===== src/rtl/spectral_kurtosis_estimator_core_assert.svh =====
// Assertion macros shared by the estimator core.
`ifndef SPECTRAL_KURTOSIS_ESTIMATOR_CORE_ASSERT_SVH
`define SPECTRAL_KURTOSIS_ESTIMATOR_CORE_ASSERT_SVH

// The consequent must hold in the same cycle as the antecedent.
`define SKCE_ASSERT_NOW(lbl, ante, cons, msg) \
    lbl: assert property (@(posedge i_clk) disable iff (!i_rst_n) (ante) |-> (cons)) \
        else $error(msg);

// The consequent must hold in the cycle after the antecedent.
`define SKCE_ASSERT_NEXT(lbl, ante, cons, msg) \
    lbl: assert property (@(posedge i_clk) disable iff (!i_rst_n) (ante) |=> (cons)) \
        else $error(msg);

`endif


===== src/rtl/skce_pkg.sv =====
package skce_pkg;

    localparam int MAX_CHANNELS = 8192;
    localparam int MAX_GROUP    = 256;
    localparam int CH_W         = 13;
    localparam int POWER_W      = 24;
    localparam int PSQ_W        = 40;
    localparam int S1_W         = 32;
    localparam int S2_W         = 48;
    localparam int N_W          = 24;
    localparam int K_W          = 24;
    localparam int CFG_IDX_W    = 2;
    localparam int CFG_DATA_W   = 24;

    localparam logic [CFG_IDX_W-1:0] CFG_CHANNEL_COUNT      = 2'd0;
    localparam logic [CFG_IDX_W-1:0] CFG_SPECTRA_PER_GROUP  = 2'd1;
    localparam logic [CFG_IDX_W-1:0] CFG_ACCUMULATION_COUNT = 2'd2;

    typedef enum logic [2:0] {
        E_IDLE,
        E_MUL1,
        E_MUL2,
        E_SUB,
        E_MUL3,
        E_MUL4,
        E_DIV,
        E_DONE
    } t_est_state;

    typedef struct packed {
        logic signed [K_W-1:0] kurtosis;
        logic                  zero_power;
    } t_est_res;

endpackage


===== src/rtl/skce_mul.sv =====
module skce_mul (
    input  logic         i_clk,
    input  logic         i_rst_n,
    input  logic         i_start,
    input  logic [71:0]  i_x,
    input  logic [31:0]  i_y,
    output logic         o_done,
    output logic [103:0] o_p
);
    logic [71:0]  r_x;
    logic [31:0]  r_y;
    logic [1:0]   r_k;
    logic         r_busy;
    logic [55:0]  r_pp;
    logic [1:0]   r_ppk;
    logic         r_ppv;
    logic         r_done;
    logic [103:0] r_acc;
    logic [23:0]  w_limb;
    logic [103:0] w_shifted;

    always_comb begin
        case (r_k)
            2'd0:    w_limb = r_x[23:0];
            2'd1:    w_limb = r_x[47:24];
            default: w_limb = r_x[71:48];
        endcase
        case (r_ppk)
            2'd0:    w_shifted = {48'd0, r_pp};
            2'd1:    w_shifted = {24'd0, r_pp, 24'd0};
            default: w_shifted = {r_pp, 48'd0};
        endcase
    end

    assign o_done = r_done;
    assign o_p    = r_acc;

    always_ff @(posedge i_clk) begin
        if (!i_rst_n) begin
            r_busy <= 1'b0;
            r_ppv  <= 1'b0;
            r_done <= 1'b0;
        end else begin
            r_done <= r_ppv && (r_ppk == 2'd2);
            r_ppv  <= r_busy;
            if (i_start) begin
                r_busy <= 1'b1;
            end else if (r_busy && r_k == 2'd2) begin
                r_busy <= 1'b0;
            end
        end
    end

    always_ff @(posedge i_clk) begin
        if (i_start) begin
            r_x   <= i_x;
            r_y   <= i_y;
            r_k   <= 2'd0;
            r_acc <= '0;
        end else begin
            if (r_busy) begin
                r_k <= r_k + 2'd1;
            end
            if (r_ppv) begin
                r_acc <= r_acc + w_shifted;
            end
        end
        r_pp  <= 56'(w_limb) * 56'(r_y);
        r_ppk <= r_k;
    end

endmodule


===== src/rtl/skce_est.sv =====
module skce_est (
    input  logic                      i_clk,
    input  logic                      i_rst_n,
    input  logic                      i_start,
    input  logic [skce_pkg::S1_W-1:0] i_s1,
    input  logic [skce_pkg::S2_W-1:0] i_s2,
    input  logic [skce_pkg::N_W-1:0]  i_n,
    input  logic                      i_ack,
    output logic                      o_idle,
    output logic                      o_valid,
    output skce_pkg::t_est_res        o_res
);
    import skce_pkg::*;

    t_est_state     r_state;
    t_est_state     n_state;
    logic [S2_W-1:0] r_s2;
    logic [N_W-1:0]  r_n;
    logic [63:0]     r_b;
    logic [71:0]     r_a;
    logic            r_neg;
    logic            r_zero;
    logic [114:0]    r_rem;
    logic [114:0]    r_dsh;
    logic [24:0]     r_q;
    logic [4:0]      r_bit;
    logic            w_mstart;
    logic [71:0]     w_mx;
    logic [31:0]     w_my;
    logic            w_mdone;
    logic [103:0]    w_mp;
    logic            w_ge;
    logic [71:0]     w_diff;
    logic            w_rge;

    skce_mul u_mul (
        .i_clk   (i_clk),
        .i_rst_n (i_rst_n),
        .i_start (w_mstart),
        .i_x     (w_mx),
        .i_y     (w_my),
        .o_done  (w_mdone),
        .o_p     (w_mp)
    );

    always_comb begin
        w_ge   = r_a >= {8'd0, r_b};
        w_diff = w_ge ? (r_a - {8'd0, r_b}) : ({8'd0, r_b} - r_a);
        w_rge  = r_rem >= r_dsh;
        n_state  = r_state;
        w_mstart = 1'b0;
        w_mx     = '0;
        w_my     = '0;
        case (r_state)
            E_IDLE: begin
                if (i_start) begin
                    if (i_s1 == '0) begin
                        n_state = E_DONE;
                    end else begin
                        w_mstart = 1'b1;
                        w_mx     = {40'd0, i_s1};
                        w_my     = i_s1;
                        n_state  = E_MUL1;
                    end
                end
            end
            E_MUL1: begin
                if (w_mdone) begin
                    w_mstart = 1'b1;
                    w_mx     = {24'd0, r_s2};
                    w_my     = {8'd0, r_n};
                    n_state  = E_MUL2;
                end
            end
            E_MUL2: begin
                if (w_mdone) begin
                    n_state = E_SUB;
                end
            end
            E_SUB: begin
                w_mstart = 1'b1;
                w_mx     = w_diff;
                w_my     = {8'd0, r_n} + 32'd1;
                n_state  = E_MUL3;
            end
            E_MUL3: begin
                if (w_mdone) begin
                    w_mstart = 1'b1;
                    w_mx     = {8'd0, r_b};
                    w_my     = {8'd0, r_n} - 32'd1;
                    n_state  = E_MUL4;
                end
            end
            E_MUL4: begin
                if (w_mdone) begin
                    n_state = E_DIV;
                end
            end
            E_DIV: begin
                if (r_bit == '0) begin
                    n_state = E_DONE;
                end
            end
            E_DONE: begin
                if (i_ack) begin
                    n_state = E_IDLE;
                end
            end
            default: n_state = E_IDLE;
        endcase
    end

    always_ff @(posedge i_clk) begin
        if (!i_rst_n) begin
            r_state <= E_IDLE;
        end else begin
            r_state <= n_state;
        end
    end

    always_ff @(posedge i_clk) begin
        case (r_state)
            E_IDLE: begin
                r_s2   <= i_s2;
                r_n    <= i_n;
                r_zero <= (i_s1 == '0);
                r_neg  <= 1'b0;
                r_q    <= '0;
            end
            E_MUL1: begin
                if (w_mdone) begin
                    r_b <= w_mp[63:0];
                end
            end
            E_MUL2: begin
                if (w_mdone) begin
                    r_a <= w_mp[71:0];
                end
            end
            E_SUB: begin
                r_neg <= !w_ge;
            end
            E_MUL3: begin
                if (w_mdone) begin
                    r_rem <= {1'b0, w_mp[96:0], 17'd0};
                end
            end
            E_MUL4: begin
                if (w_mdone) begin
                    r_rem <= r_rem + {27'd0, w_mp[87:0]};
                    r_dsh <= {2'd0, w_mp[87:0], 25'd0};
                    r_bit <= 5'd24;
                end
            end
            E_DIV: begin
                if (w_rge) begin
                    r_rem <= r_rem - r_dsh;
                end
                r_q   <= {r_q[23:0], w_rge};
                r_dsh <= {1'b0, r_dsh[114:1]};
                r_bit <= r_bit - 5'd1;
            end
            default: begin
            end
        endcase
    end

    always_comb begin
        o_res.zero_power = r_zero;
        if (r_zero) begin
            o_res.kurtosis = '0;
        end else if (r_neg) begin
            o_res.kurtosis = (r_q > 25'd8388608) ? 24'sh800000 : K_W'(25'd0 - r_q);
        end else begin
            o_res.kurtosis = (r_q > 25'd8388607) ? 24'sh7FFFFF : r_q[K_W-1:0];
        end
    end

    assign o_idle  = (r_state == E_IDLE);
    assign o_valid = (r_state == E_DONE);

endmodule

===== config.mk =====
export PLATFORM = sky130hd
export DESIGN_NAME = skce_est
export DESIGN_NICKNAME = d
export VERILOG_FILES = /design/src/rtl/spectral_kurtosis_estimator_core_assert.svh /design/src/rtl/skce_pkg.sv /design/src/rtl/skce_mul.sv /design/src/rtl/skce_est.sv
export SDC_FILE = /design/constraint.sdc
export NUM_CORES = 2
export LEC_CHECK = 0
export BUFFER_PORTS_ARGS = -buffer_cell sky130_fd_sc_hd__buf_2
export CAP_MARGIN = 10
export CELL_PAD_IN_SITES_DETAIL_PLACEMENT = 1
export CELL_PAD_IN_SITES_GLOBAL_PLACEMENT = 2
export CORE_ASPECT_RATIO = 1.25
export CORE_UTILIZATION = 30
export CTS_CLUSTER_DIAMETER = 200
export DETAILED_ROUTE_END_ITERATION = 10
export PLACE_DENSITY = 0.68
export SETUP_SLACK_MARGIN = 0.5
export SKIP_LAST_GASP = 1
export SYNTH_ARGS = -nofsm -noshare
export SYNTH_HDL_FRONTEND = slang
export SYNTH_SLANG_ARGS = --single-unit

===== constraint.sdc =====
create_clock -name i_clk -period 13.3 [get_ports i_clk]
set_clock_uncertainty 0.2 [all_clocks]
set_input_delay 2.66 -clock i_clk [delete_from_list [all_inputs] [get_ports i_clk]]
set_output_delay 2.66 -clock i_clk [all_outputs]
set_load 0.02 [all_outputs]

==> key figures <==
Cells and area
  • Layout cells sized above 1: roughly 6%
  • Reg area: 0.0204 mm²
  • Synthesis-to-layout area growth: 9.87%
  • Finished Cell Area: 0.0898 mm²
  • FILL cells: 31627
  • Area of the multi-input gates: 0.0552 mm²
  • Commonest non-fill, non-tap cell in the layout: inv_1
  • Highest-count cells in the layout ignoring fill and taps: 1112 x inv_1, 1044 x nand2_1, 698 x a21oi_1, 663 x fa_1, 615 x ha_1
  • Final nets: 10777
  • Fin cells: 13029

Critical path
  • Crit-path max FO: 25
  • CP most frequent cell: fa_1
  • Setup CP Type: reg2reg
  • Startpoint Class: register
  • Worst setup EP type: register
  • Worst EP arrival: 10.21 ns
  • Max stage delay on crit path: 0.79 ns
  • RR Endpoint: u_mul.r_pp[55]
  • Worst EP required: 13.69 ns
  • Reg2Reg Depth: 32
  • CP max-delay cell: nand2_1
  • Worst reg2reg startpoint: u_mul.r_k[0]
  • Flop-to-flop setup slack: approximately 3.5 ns

Hold path
  • Hold depth: 0
  • Hold Path Class: reg2reg
  • HP Start: u_mul.r_k[1]
  • Hold endpoint: u_mul.r_ppk[1]

Outcome
  • Status: completed

STA
  • Hold Slack: 0.185 ns
  • Final slew viol count: 0
  • Final min period: 9.82 ns
  • Worst-Margin Slew: 1.17 ns
  • Hold Fails Final Rpt: 0
  • Setup TNS: 0 ns
  • Fmax: between 0.1 and 0.15 GHz
  • Post-route clock period utilization: 73.8%
  • Endpoints failing setup: 0
  • RSZ-0062 raised after global routing: no
  • Slew headroom: 19.7%

Synthesis
  • Post-synth top flop: edfxtp_1
  • Avg Cell Area, Syn: 8.60 µm²
  • Post-synth ARST share: 0%
  • Syn Inst Count: 9511
  • Cell taking the most area after synthesis: edfxtp_1
  • Synth Net Count: between 10000 and 15000
  • Mapped cell area: 0.0817 mm²
  • Count of different cell masters after synthesis: 88
  • Synth Register Bits: 735
  • Top-area cell type share of the netlist area: between 20% and 30%
  • Seq/Total Area, Yosys: 25.0%
  • EDFF count, synth: 572
  • Warnings from Yosys: 0
  • Area contributors post-synth: edfxtp_1 21%, fa_1 16%, ha_1 9.4%, inv_1 5.1%, nand2_1 4.8%

Routing
  • Avg Vias per Cell: 5.52
  • Vias: just over 70000
  • DRC viols: 0
  • Drt total wl: 352000 µm
  • Routed wire length per instance: between 20 and 30 µm
  • Routed Antenna Nets: 0
  • DRT Pass-1 Iters: 6
  • DR iter-0 viols: 4819

Die
  • Starting Density: 30.3%
  • # IOs: 135
  • Die area: between 0.2 and 0.3 mm²
  • Core Region: 0.270 mm²
  • Die Width: 469 µm
  • FP Rows: around 210
  • Die Y: 586 µm

Clock tree
  • Hold buffers post-CTS: 0
  • Number of CTS-inserted buffers: 96
  • Post-CTS setup buffers: 0
  • Worst-path clk slew: 0.06 ns
  • CTS max path bufs: 3
  • Root buffer cell: clkbuf_16
  • Clk sink count: 735
  • CTS tree: yes
  • H-tree depth: 3
  • Worst skew pair latency: 0.79 ns
  • Resized cells post-CTS: 0

Placed design
  • DP HPWL: 278000 µm
  • Port Buf Inserts: 134
  • Dpl cells: 12839
  • RD Place Congestion: 0.958
  • Area after DPL: 0.0864 mm²

Global routing
  • Initial antenna violation count: 19
  • Overflow after GRT: 0
  • GRT Resource Usage Total: 25.4%
  • Via count of the first global-routing pass: around 77000
  • Largest net degree at the start of global routing: 125
  • First-pass GRT wire length: 520000 µm

Job
  • Max cap viols: 0
==> state kept, by name, summed over array words and instances, names as in the netlist, 3 cells and up <==
register	count
u_mul.r_pp	56
u_mul.o_p	97
r_dsh	113
r_a	72
r_bit	5
r_rem	115
r_q	25
u_mul.r_y	32
r_n	24
r_b	64
r_state	3
r_s2	48
u_mul.r_x	72
==> how the worst max path moves through the flow <==
stage,endpoint,start,slack [ns],depth (start not counted)
after floorplan,u_mul.r_x[0],r_state[0],2.27,8
after global placement,u_mul.r_pp[55],u_mul.r_k[0],3.57,33
after detailed placement,u_mul.r_pp[55],u_mul.r_k[0],3.52,33
after CTS,u_mul.r_pp[55],u_mul.r_k[0],3.41,31
after global routing,u_mul.r_pp[55],u_mul.r_k[0],2.98,32
final,u_mul.r_pp[55],u_mul.r_k[0],3.48,32
==> area by class of cell <==
class / count / area share, %
Clock inverter: 66 / 0.853
Multi-Input combinational cell: 7122 / 61.5
Inverter: 1115 / 4.67
Timing Repair Buffer: 321 / 2.33
Clock buffer: 115 / 2.93
Tap cell: 3547 / 4.94
Sequential cell: 735 / 22.8
Antenna cell: 8 / 0.0223
==> through the flow <==
step | utilization (%) | worst slack, ns
6_report | 33.2 | 3.48
5_1_grt | 33.2 | 2.98
4_1_cts | 33.2 | 3.41
3_5_place_dp | 32.0 | 3.52
3_3_place_gp | 32.0 | 3.57
2_1_floorplan | - | 2.27
==> kinds of logic (layout without fill, tap and decap cells) <==
kind of cell	Yosys count	count (layout)	share of synthesized area (%)
xor+xnor	415	415	4.45
buf+inv	1654	1617	7.62
simple gates	2876	2876	16.9
fa+ha+maj	1278	1278	25.6
flops	735	735	25.0
mux	113	113	1.39
other cells	0	8	0
compound gates	2440	2440	19.0
==> per-layer routing <==
layer	track usage [%]	vias to the layer above	routed length, µm
li1	-	32564	-
met1	30.8	37121	145000
met2	45.3	1722	176000
met3	2.40	537	13600
met4	11.3	2	17500
met5	0	-	13
==> critical path: cells and delay by family (launching register included) <==
family,cells,cell delay (ns)
buf+inv,8,1.05
fa+ha+maj,9,4.44
simple gates,4,1.20
xor+xnor,1,0.14
flops,1,0.38
compound gates,10,2.13
==> synth_stat cells (all sizes together), types with 151 or more instances <==
cell / count
inv: 1113
nand2: 1048
o21ai: 589
a21o: 263
clkbuf: 517
edfxtp: 572
dfxtp: 163
nand4: 195
xnor2: 264
a21oi: 701
xor2: 151
fa: 663
nor2: 573
ha: 615
and2: 361
Power is left out: the tool's default activity adds up to more than one toggle a clock period on the data nets, which glitch-free logic cannot reach.
